### config.mk
export PLATFORM = sky130hd
export DESIGN_NAME = delta_zigzag_varint_encoder
export DESIGN_NICKNAME = d
export VERILOG_FILES = /design/src/rtl/dzv_pkg.sv /design/src/rtl/dzv_ctrl.sv /design/src/rtl/dzv_datapath.sv /design/src/rtl/delta_zigzag_varint_encoder.sv
export SDC_FILE = /design/constraint.sdc
export NUM_CORES = 1
export LEC_CHECK = 0
export BUFFER_PORTS_ARGS = -buffer_cell sky130_fd_sc_hd__buf_2
export CORE_MARGIN = 1
export CORE_UTILIZATION = 54
export CTS_CLUSTER_SIZE = 28
export DETAILED_ROUTE_END_ITERATION = 10
export PLACE_DENSITY = 0.79
export SLEW_MARGIN = 20
export SYNTH_ARGS = -nofsm -noshare
export SYNTH_HDL_FRONTEND = slang
export SYNTH_HIERARCHICAL = 1
export SYNTH_SLANG_ARGS = --single-unit
### constraint.sdc
create_clock -name clk -period 3.7 [get_ports clk]
set_input_delay 0.74 -clock clk [delete_from_list [all_inputs] [get_ports clk]]
set_output_delay 0.74 -clock clk [all_outputs]
set_load 0.02 [all_outputs]
### src/rtl/dzv_pkg.sv
// ============================================================================
// dzv_pkg
// Shared types and constants for the delta/zigzag varint column encoder.
// ============================================================================
package dzv_pkg;

    localparam int GROUP_BITS = 7;
    localparam int SR_W       = 5 * GROUP_BITS;

    localparam logic [GROUP_BITS-1:0] GROUP_MASK = 7'h7F;
    localparam logic [7:0]            CONT_BIT   = 8'h80;

    typedef struct packed {
        logic accept;
        logic step;
        logic last;
        logic next_varint;
    } cmd_t;

    typedef struct packed {
        logic out_free;
        logic ovf;
        logic full;
        logic more;
    } sts_t;

endpackage

### src/rtl/dzv_ctrl.sv
// ============================================================================
// dzv_ctrl
// Sequencer: accepts one item, then steps out its result bytes one per cycle while the output register is free.
// ============================================================================
module dzv_ctrl
(
    input  logic        clk,
    input  logic        rst_n,
    input  logic        in_valid,
    input  logic        in_kind,
    output logic        in_ready,
    input  dzv_pkg::sts_t sts,
    output dzv_pkg::cmd_t cmd
);
    import dzv_pkg::*;

    localparam logic [1:0] ST_IDLE  = 2'd0;
    localparam logic [1:0] ST_COUNT = 2'd1;
    localparam logic [1:0] ST_VALUE = 2'd2;

    logic [1:0] state_reg;
    logic [1:0] state_next;
    logic       stop;

    assign in_ready = (state_reg == ST_IDLE);

    always_comb
    begin
        cmd        = '0;
        state_next = state_reg;
        stop       = sts.ovf || sts.full || (!sts.more && state_reg == ST_VALUE);
        case (state_reg)
            ST_IDLE:
            begin
                if (in_valid)
                begin
                    cmd.accept = 1'b1;
                    state_next = in_kind ? ST_VALUE : ST_COUNT;
                end
            end
            ST_COUNT, ST_VALUE:
            begin
                if (sts.out_free)
                begin
                    cmd.step        = 1'b1;
                    cmd.last        = stop;
                    cmd.next_varint = (state_reg == ST_COUNT) && !sts.ovf
                                      && !sts.full && !sts.more;
                    if (stop)
                        state_next = ST_IDLE;
                    else if (cmd.next_varint)
                        state_next = ST_VALUE;
                end
            end
            default:
            begin
                state_next = ST_IDLE;
            end
        endcase
    end

    always_ff @(posedge clk or negedge rst_n)
    begin
        if (!rst_n)
            state_reg <= ST_IDLE;
        else
            state_reg <= state_next;
    end

endmodule

### src/rtl/dzv_datapath.sv
// ============================================================================
// dzv_datapath
// Zigzag/delta formation, varint shift register, byte position and result
// register.
// ============================================================================
module dzv_datapath
(
    input  logic          clk,
    input  logic          rst_n,
    input  logic          cfg_we,
    input  logic [31:0]   cfg_wdata,
    input  logic          in_kind,
    input  logic [31:0]   in_value,
    input  logic [31:0]   in_count,
    input  dzv_pkg::cmd_t cmd,
    output dzv_pkg::sts_t sts,
    input  logic          out_ready,
    output logic          out_valid,
    output logic [7:0]    out_byte,
    output logic          out_byte_valid,
    output logic          out_last,
    output logic          out_status,
    output logic [31:0]   out_bytes_written
);
    import dzv_pkg::*;

    logic [31:0]     capacity_reg;
    logic [31:0]     prev_reg;
    logic [31:0]     pos_reg;
    logic            ovf_reg;
    logic [SR_W-1:0] sr_reg;
    logic [31:0]     zz_reg;

    logic            out_valid_reg;
    logic [7:0]      out_byte_reg;
    logic            out_bv_reg;
    logic            out_last_reg;
    logic            out_status_reg;
    logic [31:0]     out_bw_reg;

    logic [32:0]     delta;
    logic [33:0]     delta_zz;
    logic [31:0]     value_zz;
    logic            fail;
    logic [31:0]     pos_inc;

    assign delta    = {in_value[31], in_value} - {prev_reg[31], prev_reg};
    assign delta_zz = {delta, 1'b0} ^ {34{delta[32]}};
    assign value_zz = {in_value[30:0], 1'b0} ^ {32{in_value[31]}};
    assign pos_inc  = pos_reg + 32'd1;

    assign sts.out_free = !out_valid_reg || out_ready;
    assign sts.ovf      = ovf_reg;
    assign sts.full     = (pos_reg >= capacity_reg);
    assign sts.more     = (sr_reg[SR_W-1:GROUP_BITS] != '0);
    assign fail         = sts.ovf || sts.full;

    always_ff @(posedge clk or negedge rst_n)
    begin
        if (!rst_n)
        begin
            capacity_reg  <= 32'hFFFF_FFFF;
            prev_reg      <= '0;
            pos_reg       <= '0;
            ovf_reg       <= 1'b0;
            out_valid_reg <= 1'b0;
        end
        else
        begin
            if (cfg_we)
                capacity_reg <= cfg_wdata;
            if (cmd.accept)
            begin
                prev_reg <= in_value;
                if (!in_kind)
                begin
                    pos_reg <= '0;
                    ovf_reg <= 1'b0;
                end
            end
            else if (cmd.step)
            begin
                if (fail)
                    ovf_reg <= 1'b1;
                else
                    pos_reg <= pos_inc;
            end
            if (cmd.step)
                out_valid_reg <= 1'b1;
            else if (out_ready)
                out_valid_reg <= 1'b0;
        end
    end

    always_ff @(posedge clk)
    begin
        if (cmd.accept)
        begin
            zz_reg <= value_zz;
            if (!in_kind)
                sr_reg <= {{(SR_W-32){1'b0}}, in_count};
            else
                sr_reg <= {{(SR_W-34){1'b0}}, delta_zz};
        end
        else if (cmd.step && !fail)
        begin
            if (cmd.next_varint)
                sr_reg <= {{(SR_W-32){1'b0}}, zz_reg};
            else
                sr_reg <= sr_reg >> GROUP_BITS;
        end
        if (cmd.step)
        begin
            out_last_reg <= cmd.last;
            if (fail)
            begin
                out_byte_reg   <= '0;
                out_bv_reg     <= 1'b0;
                out_status_reg <= 1'b1;
                out_bw_reg     <= pos_reg;
            end
            else
            begin
                out_byte_reg   <= {1'b0, sr_reg[GROUP_BITS-1:0] & GROUP_MASK}
                                  | (sts.more ? CONT_BIT : 8'h00);
                out_bv_reg     <= 1'b1;
                out_status_reg <= 1'b0;
                out_bw_reg     <= pos_inc;
            end
        end
    end

    assign out_valid         = out_valid_reg;
    assign out_byte          = out_byte_reg;
    assign out_byte_valid    = out_bv_reg;
    assign out_last          = out_last_reg;
    assign out_status        = out_status_reg;
    assign out_bytes_written = out_bw_reg;

endmodule

### src/rtl/delta_zigzag_varint_encoder.sv
// ============================================================================
// delta_zigzag_varint_encoder
// Column encoder: count and first value, then zigzag deltas, as varints.
// ============================================================================
// An item is accepted and its results are then stepped out one per cycle while
// the output register is free, since the varint shift register hands one 7-bit
// group to the output register at each step: a following value gives 1 to 5
// bytes, a column start a count and a first value, up to 5 bytes each. A result
// left waiting in the output register stalls stepping; the next item is taken
// as soon as the last result of the current one is in the output register.
// Capacity is checked before each byte; an overflow gives one status transfer
// in place of the byte, and later values give one status transfer each until
// a new column starts.
module delta_zigzag_varint_encoder
(
    input  logic        clk,
    input  logic        rst_n,
    input  logic        cfg_we,
    input  logic [31:0] cfg_wdata,
    input  logic        s_tvalid,
    output logic        s_tready,
    input  logic [63:0] s_tdata,   // [31:0] value, [63:32] count
    input  logic        s_tuser,   // [0] kind
    output logic        m_tvalid,
    input  logic        m_tready,
    output logic [39:0] m_tdata,   // [7:0] out_byte, [39:8] bytes_written
    output logic [1:0]  m_tuser,   // [0] byte_valid, [1] status
    output logic        m_tlast
);
    import dzv_pkg::*;

    cmd_t cmd;
    sts_t sts;

    dzv_ctrl u_ctrl
    (
        .clk      (clk),
        .rst_n    (rst_n),
        .in_valid (s_tvalid),
        .in_kind  (s_tuser),
        .in_ready (s_tready),
        .sts      (sts),
        .cmd      (cmd)
    );

    dzv_datapath u_datapath
    (
        .clk               (clk),
        .rst_n             (rst_n),
        .cfg_we            (cfg_we),
        .cfg_wdata         (cfg_wdata),
        .in_kind           (s_tuser),
        .in_value          (s_tdata[31:0]),
        .in_count          (s_tdata[63:32]),
        .cmd               (cmd),
        .sts               (sts),
        .out_ready         (m_tready),
        .out_valid         (m_tvalid),
        .out_byte          (m_tdata[7:0]),
        .out_byte_valid    (m_tuser[0]),
        .out_last          (m_tlast),
        .out_status        (m_tuser[1]),
        .out_bytes_written (m_tdata[39:8])
    );

endmodule
; ---- Yosys cells after proc, flatten, opt, wreduce, memory -nomap -nowiden
; Cells that the tools add are included.
[totals]
reg_bits = 210
out_inout_bits = 45
[classes]
n_mux = 27
order_cmp = 1
n_reduce_logical = 24
addsub = 2
eq_ne = 6
bitwise = 3
[ops]
columns = operator, n
row1 = two-way mux 32 bit, 5
row2 = two-way mux 35 bit, 2
row3 = two-way mux 34 bit, 1
row4 = XOR 34 bit, 1
row5 = subtractor 32 x 32 -> 33 bit, 1
row6 = adder 32 x 1 -> 32 bit (second input constant), 1
row7 = greater-or-equal comparator 32 bit, 1
row8 = XOR 32 bit, 1
row9 = nonzero test 28 bit, 1
row10 = two-way mux 1 bit, 10
row11 = two-way mux 2 bit, 5
row12 = two-way mux 8 bit, 1
row13 = OR 7 x 8 -> 8 bit, 1
row14 = nonzero test 2 bit, 4
row15 = two-way mux 3 bit, 2
row16 = != test 2 bit (second input constant), 3
row17 = AND reduction 3 bit, 2
row18 = logical AND 1 bit, 5
row19 = logical NOT 1 bit, 5
row20 = one-hot mux 2 bit (2 select lines), 1
row21 = AND reduction 2 bit, 2
row22 = logical OR 1 bit, 3
row23 = != test 3 x 1 -> 1 bit (second input constant), 1
row24 = equality test 2 x 1 -> 1 bit (second input constant), 1
row25 = other kinds (3), 3

; ---- Longest topological paths before layout
; Gate-level depths: netlist of the first run.
[logic_depth]
word_depth = 9
mapped_depth = 15

; ---- By module
; Netlist of the first run, hierarchy kept.
[by_module_without_submodules]
columns = module, instances, cells_per_inst, area_per_inst_um2
row1 = dzv_datapath, 1, 1187, 12057.8
row2 = dzv_ctrl, 1, 26, 244.0

; ---- Worst setup path after synthesis of the first run
; Ideal clock, no wire load.
[synth_path]
path_type = reg-to-reg
startpoint = register u_ctrl.state_reg[0]
endpoint = register u_datapath.sr_reg[0], enable pin
setup_slack_ns = 0.089
path_buffers = 2
required_ns = 3.305
arrival_time_ns = 3.216
period_less_slack_ns = 3.611
setup_time_ns = 0.395
stages_incl_launch_ff = 7
path_cell_list = dfrtp_1 > inv_1 > ha_1 > and2_1 > clkbuf_1 > clkbuf_1 > nand2b_1
[synth_rtl]
columns = item, line_no
row1 = "start, declared", dzv_ctrl.sv:21  ; logic [1:0] state_reg;
row2 = "start signal, assigned", dzv_ctrl.sv:67  ; state_reg <= state_next;
row3 = "end signal, assigned", dzv_datapath.sv:101  ; sr_reg <= {{(SR_W-32){1'b0}}, in_count};
row4 = "end signal, assigned", dzv_datapath.sv:103  ; sr_reg <= {{(SR_W-34){1'b0}}, delta_zz};
row5 = "end signal, assigned", dzv_datapath.sv:108  ; sr_reg <= {{(SR_W-32){1'b0}}, zz_reg};
row6 = "end, declared", dzv_datapath.sv:31  ; logic [SR_W-1:0] sr_reg;

==> flow_metrics.tcl, run 1 <==
set metrics [dict create \
    clock-skew-final_ps 13.4 \
    cp_top_family "compound AO/OA/AOI/OAI gates" \
    critical_path.max_fanout 15 \
    post-route-util 0.646 \
    finalCritPeriodShare 0.935 \
    endpoint_kind "register" \
    cts_tree "done" \
    rsz0062_at_grt "no" \
    fillers 1718 \
    synth-edff-count 108 \
    cell_internal_pwr_mw 7.07 \
    clkSinkCount 208 \
    floorplan.die_area_um2 23400 \
    floorplan.core_area_um2 22100 \
    detail_route.vias_per_cell 5.85 \
    drtIter0Drc 898 \
    detail-route-antenna-nets 0 \
    netlist_instances 1213 \
    setup_tns_ps 0 \
    clk-insertion-delay-late_ps 510 \
    io_buffers 146 \
    worst_setup_hold_path_clk_slew_ps 60 \
    flow.area_growth_from_synthesis_pct 16.0 \
    gpl.final_weighted_congestion 0.904 \
    max-clock-path-buffers 3 \
    grt_pass1_wl_um 49300 \
    routed_wire_length_per_instance_um 18.2 \
    critPathLaunchType "register" \
    async_flop_share 0.481 \
    final_layout_size_suffix_gt1_frac 0.209 \
    p_sw_frac 0.390 \
    diodes 0 \
    drv.max_cap_violation_count 0 \
    status "completed" \
    power_density_nw_per_um2 812 \
    io-pin-count 147 \
    path_common_cell "sky130_fd_sc_hd__a21o_1" \
    post_synth.cell_area_avg_um2 10.1 \
    fin_crit_ps 3460 \
    largest_register_ffs 33 \
    power.switching_mw 4.52 \
    leakagePower_nw 6.26 \
    clock_tree.root_cell "sky130_fd_sc_hd__clkbuf_16" \
    yosys_warnings 6 \
    chipWidth_um 153 \
    seq_area_um2 5790 \
    globalRoute.totalOverflow 0 \
    initial_util 0.557 \
    synth_ff_type "sky130_fd_sc_hd__edfxtp_1" \
    netlist_top_cells_area "sky130_fd_sc_hd__edfxtp_1 26%, sky130_fd_sc_hd__dfrtp_1 14%, sky130_fd_sc_hd__ha_1 7.0%, sky130_fd_sc_hd__dfstp_2 6.8%, sky130_fd_sc_hd__xnor2_1 4.3%" \
    drt_first_pass_iters 7 \
    grt_start_max_net_pins 70 \
    antenna_violations_before_repair 0 \
    final_nets 1539 \
    critical_path_required_time_ps 3960 \
    fp.dieH_um 153 \
    grt_pass1_vias 9510 \
    crit_buf_inv 2 \
    vias 9737 \
    cpPeakStageDelay_ps 510 \
    drv_slew 0 \
    maximum_vdd_ir_drop_v 0.000423 \
    sequential_fraction_of_the_synthesis_area 0.470 \
    finalHoldViolCount 0 \
    synthesis.nets 1385 \
    num_rows 54 \
    worstSetupPathType "reg -> reg" \
    synth-seq-cells 208 \
    critical-path-slowest-cell "sky130_fd_sc_hd__dfstp_2" \
    max-slew-margin-rel 0.391 \
    grt_resource_usage_total 0.262 \
    total_clock_buffers_created_by_cts 24 \
    max_slew.worst_pin.slew_ps 910 \
    drt_drc_violations_left 0 \
    totalWireLength_um 30300 \
    power.sequential.fraction 0.329 \
    hpwlAfterDp_um 21900 \
    cts_max_level 1 \
    synth_cell_type_count 84 \
    synth_top_cell_area_share 0.264 \
    synth_top_area_cell "sky130_fd_sc_hd__edfxtp_1" \
    max_clock_freq_mhz 289 \
    fin_total_pwr_mw 11.6 \
    critical_path.cell_chain "inv_1, ha_1, a21o_1, a21o_1, a21oi_1, o211ai_1, a32o_1, o21ai_0, nand2b_1, nor4_2, buf_6, mux2_2, o22ai_1, nor3_1" \
    comb_power_share 0.466 \
    cp_data_arrival_time_ps 3710 \
    finalSetupViolations 0 \
    post_syn_area_um2 12300 \
    hold_class "in -> async" \
    share_clk_of_total_power 0.205 \
    multiInputGateArea_um2 5970 \
]
placed cells by master (no fill, tap or decap), drive strengths merged, types with 5 or more instances in the layout:
cell / count
ha: 69
nand3: 25
clkbuf: 26
nor2b: 25
inv: 86
dfrtp: 68
nand2: 128
dfstp: 32
mux2: 6
a211oi: 23
or2: 6
o21ai: 105
a31oi: 21
mux2i: 29
and3: 10
nor3: 15
and2: 19
buf: 183
nand4: 20
edfxtp: 108
o31ai: 10
a21o: 30
nor2: 39
nand2b: 15
a21oi: 67
clkinv: 14
or3: 9
a41oi: 5
xnor2: 61
nor4: 8
o211ai: 12
xor2: 52
synthesized netlist by cell type, types with 4 or more instances:
cell and instances:
sky130_fd_sc_hd__dfstp_2 32, sky130_fd_sc_hd__xor2_1 52, sky130_fd_sc_hd__o21ai_0 99, sky130_fd_sc_hd__edfxtp_1 108
sky130_fd_sc_hd__or2_2 5, sky130_fd_sc_hd__xnor2_1 61, sky130_fd_sc_hd__a211oi_1 22, sky130_fd_sc_hd__inv_1 85
sky130_fd_sc_hd__mux2_2 6, sky130_fd_sc_hd__nand2b_1 15, sky130_fd_sc_hd__clkbuf_1 32, sky130_fd_sc_hd__buf_1 11
sky130_fd_sc_hd__nor2_1 37, sky130_fd_sc_hd__a41oi_1 5, sky130_fd_sc_hd__a21o_1 30, sky130_fd_sc_hd__o211ai_1 12
sky130_fd_sc_hd__dfrtp_1 68, sky130_fd_sc_hd__a31oi_1 21, sky130_fd_sc_hd__nor2b_1 25, sky130_fd_sc_hd__and2_1 19
sky130_fd_sc_hd__buf_2 9, sky130_fd_sc_hd__o22ai_1 4, sky130_fd_sc_hd__nand3_1 23, sky130_fd_sc_hd__nor3_1 14
sky130_fd_sc_hd__mux2i_1 29, sky130_fd_sc_hd__a21oi_1 66, sky130_fd_sc_hd__or3_1 9, sky130_fd_sc_hd__o21ai_1 5
sky130_fd_sc_hd__ha_1 69, sky130_fd_sc_hd__nor4_1 7, sky130_fd_sc_hd__nand2_1 125, sky130_fd_sc_hd__and3_1 8
sky130_fd_sc_hd__o31ai_1 10, sky130_fd_sc_hd__nand4_1 16
cell type report:
cell class | instances | area share
Clock buffer | 26 | 0.0441
Tap cell | 280 | 0.0246
Timing Repair Buffer | 183 | 0.0737
Sequential cell | 208 | 0.405
Clock inverter | 18 | 0.0112
Inverter | 86 | 0.0226
Multi-Input combinational cell | 864 | 0.418
timing repair:
item,4_1_cts,5_1_grt
setup endpoints to repair,0,18
hold buffers,0,0
setup buffers,0,5
gates resized for setup,0,1
worst register-to-register path: cells and delay by family (launching register included):
family                     cells  cell delay, ps
AOI/OAI and AO/OA              7            1270
DFF                            1             510
and+or+nand+nor                3             480
muxes                          1             350
adders and majority gates      1             310
buffers and inverters          2             300
metrics by stage:
stage	setup slack, ps	instance area [um^2]	instances	hold slack, ps
2_1_floorplan	89.2	12300	1213	444
3_3_place_gp	93.3	13400	1616	499
3_5_place_dp	15.2	13400	1616	498
4_1_cts	86.5	14200	1660	176
5_1_grt	98.3	14300	1665	198
6_report	241	14300	1665	183
layer usage:
layer / global-route usage / share of wire
met1: 0.359 / 0.43
met2: 0.431 / 0.48
met3: 0.0363 / 0.067
met4: 0.0847 / 0.026
met5: 0 / 0
path summary, 6_finish.rpt:
path,startpoint,endpoint,slack [ps],cells after the start
worst min-delay path,rst_n,u_datapath/pos_reg[20],180,1
min in group clk,cfg_wdata[20],u_datapath/capacity_reg[20],450,3
worst min register to register,u_datapath/pos_reg[29],u_datapath/pos_reg[29],510,1
max in group asynchronous,rst_n,u_datapath/capacity_reg[24],2670,2
worst max register to register,u_datapath/capacity_reg[9],u_datapath/sr_reg[24],240,14
worst max-delay path,u_datapath/capacity_reg[9],u_datapath/sr_reg[24],240,14
power groups by stage:
stage / sequential [mW] / combinational, mW / clock (mW)
6_report: 3.81 / 5.40 / 2.37
5_1_grt: 3.88 / 5.93 / 2.51
4_1_cts: 3.81 / 5.36 / 2.42
3_5_place_dp: 3.85 / 5.32 / 0
3_3_place_gp: 3.83 / 5.18 / 0
2_1_floorplan: 4.09 / 3.68 / 0
logic make-up (layout without fill, tap and decap cells):
family,after synthesis,count (layout),synth area share
buf+inv,141,313,0.0452
xor+xnor,115,115,0.0842
fa+ha+maj,70,70,0.0718
flops,208,208,0.470
mux,35,35,0.0291
compound gates,312,312,0.159
simple gates,332,332,0.140
Note: power is estimated with default switching activity, not from simulation.
==> run 2, diff against run 1 <==
==> constraint.sdc (replaced) <==
create_clock -name clk -period 3.7 [get_ports clk]
set_input_delay 0.185 -clock clk [delete_from_list [all_inputs] [get_ports clk]]
set_output_delay 0.185 -clock clk [all_outputs]
set_load 0.02 [all_outputs]
==> run 2 against run 1 <==
Die area unchanged; core utilization increased by 2.4 points; final area is 3.8% higher; clock-buffer cell count increased by 10; combinational power rose by 0.9%; final cell count grew 3.5%; power fell by 1.1%; worst setup slack got worse by 36 ps; global-route usage decreased by 0.071 points; routed wire length increased by 1.3%.
==> flow_metrics.tcl, run 2 (same netlist as run 1, synthesis figures left out) <==
set metrics [dict create \
    final_nets 1598 \
    max-clock-path-buffers 3 \
    hpwlAfterDp_um 21300 \
    final_layout_size_suffix_gt1_frac 0.195 \
    max_slew.worst_pin.slew_ps 970 \
    worstSetupPathType "reg -> reg" \
    endpoint_kind "register" \
    floorplan.die_area_um2 23400 \
    rsz0062_at_grt "no" \
    grt_pass1_wl_um 49500 \
    cp_top_family "compound AO/OA/AOI/OAI gates" \
    fin_crit_ps 3490 \
    worst_setup_hold_path_clk_slew_ps 60 \
    gpl.final_weighted_congestion 0.893 \
    hold_class "in -> reg" \
    globalRoute.totalOverflow 0 \
    grt_start_max_net_pins 157 \
    finalCritPeriodShare 0.945 \
    fin_hold_ws_ps 13.0 \
    diodes 0 \
    final-instance-count-excl-fill 1724 \
    status "completed" \
    power_density_nw_per_um2 774 \
    seq_area_um2 5790 \
    clock-skew-final_ps 13.1 \
    cpPeakStageDelay_ps 510 \
    critical_path.cell_chain "inv_1, ha_1, a21o_1, a21o_1, a21oi_1, o211ai_1, a32o_1, o21ai_0, nand2b_1, nor4_4, buf_6, buf_6, nor2b_1, a211oi_1, a21oi_1" \
    drt_drc_violations_left 0 \
    max-slew-margin-rel 0.353 \
    cp_data_arrival_time_ps 3730 \
    detail_route.vias_per_cell 5.75 \
    finalSetupViolations 0 \
    detail-route-antenna-nets 0 \
    num_rows 54 \
    floorplan.core_area_um2 22100 \
    final_cell_mix "145 x sky130_fd_sc_hd__buf_2, 125 x sky130_fd_sc_hd__nand2_1, 108 x sky130_fd_sc_hd__edfxtp_1, 99 x sky130_fd_sc_hd__o21ai_0, 84 x sky130_fd_sc_hd__inv_1" \
    leakagePower_nw 6.47 \
    setup_tns_ps 0 \
    routed_wire_length_per_instance_um 17.8 \
    clock_tree.root_cell "sky130_fd_sc_hd__clkbuf_16" \
    largest_register_ffs 33 \
    max_clock_freq_mhz 286 \
    drv.max_cap_violation_count 0 \
    finalHoldViolCount 0 \
    critical_path.max_fanout 20 \
    cts_max_level 1 \
    clkSinkCount 208 \
    crit_buf_inv 3 \
    initial_util 0.557 \
    place.detailed.instances 1611 \
    totalWireLength_um 30600 \
    io_buffers 146 \
    critical_path_required_time_ps 3940 \
    antenna_violations_before_repair 0 \
    cts_tree "done" \
    drt_first_pass_iters 7 \
    flow.area_growth_from_synthesis_pct 20.4 \
    fp.dieH_um 153 \
    maximum_vdd_ir_drop_v 0.000402 \
    drtIter0Drc 653 \
    drv_slew 0 \
    total_clock_buffers_created_by_cts 24 \
    clk-insertion-delay-late_ps 520 \
    multiInputGateArea_um2 5980 \
    critPathLaunchType "register" \
    critical-path-slowest-cell "sky130_fd_sc_hd__dfstp_2" \
    grt_pass1_vias 9996 \
    chipWidth_um 153 \
    grt_resource_usage_total 0.261 \
    fillers 1710 \
    io-pin-count 147 \
    layout_commonest_cell "sky130_fd_sc_hd__buf_2" \
    vias 9916 \
]
==> run 2: cell type report <==
class                      count  share of cell area
inverter                      86              0.0218
sequential                   208               0.391
multi-input combinational    864               0.404
tap                          280              0.0237
clock inverter                 8             0.00253
timing repair buffer         242               0.111
clock buffer                  36              0.0464
==> run 2: power by group <==
part | leakage (nW) | switching (mW) | total [mW] | internal, mW
sequential | 2.26 | 0.320 | 3.83 | 3.51
combinational | 3.85 | 3.28 | 5.45 | 2.16
clock | 0.360 | 0.913 | 2.19 | 1.28
total | 6.47 | 4.52 | 11.5 | 6.95
==> run 2: repair_timing <==
item | in CTS | in global routing
hold endpoints to repair | 100 | 0
buffers inserted | 0 | 4
hold buffers | 65 | 0
setup endpoints to repair | 0 | 19
resized for setup | 0 | 3
==> run 2: per-layer routing <==
metal	track usage	share of wire
met1	0.333	0.42
met2	0.466	0.50
met3	0.0312	0.053
met4	0.0765	0.025
met5	0	0
==> run 2: path summary, 6_finish.rpt <==
kind                                          endpoint  slack, ps  cells past startpoint                   startpoint
max                              u_datapath/sr_reg[16]        210                     15   u_datapath/capacity_reg[9]
min                               u_datapath/out_valid         10                      3                     m_tready
max reg2reg                      u_datapath/sr_reg[16]        210                     15   u_datapath/capacity_reg[9]
min reg2reg                u_datapath/capacity_reg[14]        500                      2  u_datapath/capacity_reg[14]
max in group asynchronous  u_datapath/capacity_reg[12]       2630                      3                        rst_n
min in group asynchronous       u_datapath/pos_reg[19]        200                      2                        rst_n
==> run 2: tightest hold or removal path, delay by kind of cell <==
| kind | cells | cell delay, ps |
|---|---|---|
| simple gates | 2 | 220 |
| buf+inv | 1 | 70 |
==> run 2: metrics by stage <==
stage          power [mW]  cell area (um^2)   util  setup slack, ps
5_1_grt              12.2             14800  0.670             21.3
3_3_place_gp         8.97             13400  0.606              303
6_report             11.5             14800  0.670              205
3_5_place_dp         9.17             13400  0.606              178
2_1_floorplan        7.78             12300      -             89.2
4_1_cts              11.5             14800  0.668              122
==> run 3, diff against run 2 <==
- ABC_AREA: default -> 1
- PLACE_DENSITY: 0.79 -> 0.78
==> run 3 against run 2 <==
The flow now finishes with violations (hold timing); hold slack got worse by 20 ps; maximum frequency rose by 4.1%; critical path depth rose by 2; die area rose by 13%; sequential share of layout area fell by 3.8 points; final cell count rose by 44%; synthesized cell count rose by 60%; synthesized area rose by 13%; worst setup slack improved by 140 ps; clock skew fell by 2.5 ps; first-iteration DRC count rose by 130%; critical endpoint is now u_datapath/sr_reg[1].
==> flow_metrics.tcl, run 3 <==
set metrics [dict create \
    vias 13300 \
    finalCritPeriodShare 0.907 \
    critical_path.max_fanout 33 \
    io_buffers 146 \
    floorplan.core_area_um2 25300 \
    grt_start_max_net_pins 99 \
    chipWidth_um 163 \
    maximum_vdd_ir_drop_v 0.000481 \
    drtIter0Drc 1518 \
    fin_hold_ws_ps -6.81 \
    rsz0062_at_grt "no" \
    yosys_warnings 6 \
    cts_tree "done" \
    hp-start "s_tdata[4]" \
    synth-edff-count 108 \
    holdBufCountCts 64 \
    max-slew-margin-rel 0.287 \
    total_clock_buffers_created_by_cts 24 \
    globalRoute.totalOverflow 0 \
    drt_drc_violations_left 0 \
    initial_util 0.552 \
    critPathLaunchType "register" \
    post_synth.cell_area_avg_um2 7.19 \
    max_slew.worst_pin.slew_ps 1060 \
    detail_route.vias_per_cell 5.38 \
    synth-seq-cells 208 \
    largest_register_ffs 33 \
    gpl.final_weighted_congestion 0.934 \
    post-route-util 0.650 \
    setup_tns_ps 0 \
    status "complete, but fails checks" \
    clk-insertion-delay-late_ps 520 \
    max-clock-path-buffers 3 \
    cp_data_arrival_time_ps 3620 \
    endpoint_kind "register" \
    grt_pass1_vias 12500 \
    grt_pass1_wl_um 65100 \
    totalWireLength_um 41200 \
    leakagePower_nw 8.54 \
    power_density_nw_per_um2 748 \
    sequential_fraction_of_the_synthesis_area 0.415 \
    grt_resource_usage_total 0.314 \
    clock-skew-final_ps 10.5 \
    critPathLaunch "u_datapath/capacity_reg[3]" \
    floorplan.die_area_um2 26500 \
    drv_slew 0 \
    finalSetupViolations 0 \
    antenna_violations_before_repair 1 \
    io-pin-count 147 \
    routed_wire_length_per_instance_um 16.6 \
    post_cts_resize_count 0 \
    num_rows 58 \
    synth_top_cells_by_count "735 x sky130_fd_sc_hd__nand2_1, 299 x sky130_fd_sc_hd__inv_1, 123 x sky130_fd_sc_hd__nor2_1" \
    async_flop_share 0.481 \
    worst_setup_hold_path_clk_slew_ps 60 \
    regToRegSetupSlack_ps 340 \
    hpwlAfterDp_um 30100 \
    synth_ff_type "sky130_fd_sc_hd__edfxtp_1" \
    synth_top_cell_area_share 0.233 \
    synthMostInstantiatedCell "sky130_fd_sc_hd__nand2_1" \
    netlist_instances 1940 \
    critical_path_required_time_ps 3970 \
    post_syn_area_um2 13900 \
    synth_cell_type_count 42 \
    layout_commonest_cell "sky130_fd_sc_hd__nand2_1" \
    critical_path.reg2reg.startpoint "u_datapath/capacity_reg[3]" \
    post_cts_buffers 0 \
    worstSetupPathType "reg -> reg" \
    synth_top_area_cell "sky130_fd_sc_hd__edfxtp_1" \
    detail-route-antenna-nets 0 \
    final_cell_mix "735 x sky130_fd_sc_hd__nand2_1, 296 x sky130_fd_sc_hd__inv_1, 145 x sky130_fd_sc_hd__buf_2, 123 x sky130_fd_sc_hd__nor2_1, 108 x sky130_fd_sc_hd__edfxtp_1" \
    fin_crit_ps 3360 \
    final_nets 2302 \
    clkSinkCount 208 \
    finalHoldViolCount 1 \
    final_layout_size_suffix_gt1_frac 0.122 \
    netlist_top_cells_area "sky130_fd_sc_hd__edfxtp_1 23%, sky130_fd_sc_hd__nand2_1 20%, sky130_fd_sc_hd__dfrtp_1 12%, sky130_fd_sc_hd__inv_1 8.0%, sky130_fd_sc_hd__ha_1 6.2%" \
    failed_checks "hold timing" \
    drv.max_cap_violation_count 0 \
    synthesis.nets 2112 \
    clock_tree.root_cell "sky130_fd_sc_hd__clkbuf_16" \
    cts_max_level 1 \
    drt_first_pass_iters 7 \
    flow.area_growth_from_synthesis_pct 17.7 \
    hold_class "in -> reg" \
    max_clock_freq_mhz 298 \
    fp.dieH_um 163 \
]
-- run 3: changes by cell type after synthesis, sizes merged, moves of 15 or more --
cell and delta:
xnor2 -50, nand4 +29, nor2b -25, inv +215, nand2 +618, nand2b -15
nand3 +76, mux2i -29, a31oi -20, nor2 +86, a21o -29, a211oi -23
-- run 3: final cells by class --
| class | instances | area [um^2] |
|---|---|---|
| fill | 2172 | 8840 |
| multi-input combinational | 1368 | 6760 |
| sequential | 208 | 5790 |
| timing repair buffer | 225 | 1490 |
| inverter | 303 | 1140 |
| clock buffer | 34 | 722 |
| tap | 330 | 413 |
| clock inverter | 10 | 97.6 |
| antenna | 1 | 2.50 |
-- run 3: final timing paths --
check | endpoint | depth (start not counted)
max | u_datapath/sr_reg[1] | 17
min in group asynchronous | u_datapath/pos_reg[19] | 2
min reg2reg | u_datapath/capacity_reg[15] | 2
max reg2reg | u_datapath/sr_reg[1] | 17
max in group asynchronous | u_datapath/capacity_reg[25] | 3
min | u_datapath/prev_reg[4] | 3
-- run 3: worst max-delay path: stages, from the launching register on --
cell and delay [ps]:
sky130_fd_sc_hd__dfstp_2 520, sky130_fd_sc_hd__inv_1 50, sky130_fd_sc_hd__ha_1 310, sky130_fd_sc_hd__nand2_1 80, sky130_fd_sc_hd__nor2_1 50, sky130_fd_sc_hd__nand2_1 60, sky130_fd_sc_hd__nand2_1 40, sky130_fd_sc_hd__nor2_1 100
sky130_fd_sc_hd__nand2_1 140, sky130_fd_sc_hd__nand2_1 90, sky130_fd_sc_hd__nand2_1 90, sky130_fd_sc_hd__nand3_2 80, sky130_fd_sc_hd__nand2_1 140, sky130_fd_sc_hd__nor4_2 350, sky130_fd_sc_hd__clkinv_1 310, sky130_fd_sc_hd__buf_4 330
sky130_fd_sc_hd__o21ai_0 260, sky130_fd_sc_hd__nand2_1 100
-- run 3: cells by family after synthesis --
group	synth area share
muxes	0.000808
DFF	0.415
buffers and inverters	0.101
adders and majority gates	0.0634
xor gates and xnor gates	0.0383
AOI/OAI and AO/OA	0.0627
and+or+nand+nor	0.319
-- run 3: through the flow --
step                hold WS, ps  cell area (um^2)  cells  setup WS (ps)  total power [mW]
floorplan                  -111             13900   1940            393              8.03
global placement            359             14900   2370            546              9.52
detailed placement          352             14900   2370            433              9.68
CTS                        3.50             16400   2478            409              12.2
global route               15.0             16400   2479            153              13.2
finish                    -6.81             16400   2479            343              12.3
-- run 3: routing by layer --
metal / wire, um / track usage / share of wire
met3: 3750 / 0.0443 / 0.091
met4: 1270 / 0.110 / 0.031
met5: 0 / 0 / 0
met1: 17900 / 0.448 / 0.43
met2: 18300 / 0.488 / 0.44
-- run 3: where the power goes --
| part | total, mW | switching, mW | internal [mW] |
|---|---|---|---|
| Clock | 2.42 | 0.979 | 1.44 |
| Combinational | 6.06 | 4.25 | 1.81 |
| Sequential | 3.80 | 0.299 | 3.50 |
| Total | 12.3 | 5.53 | 6.75 |
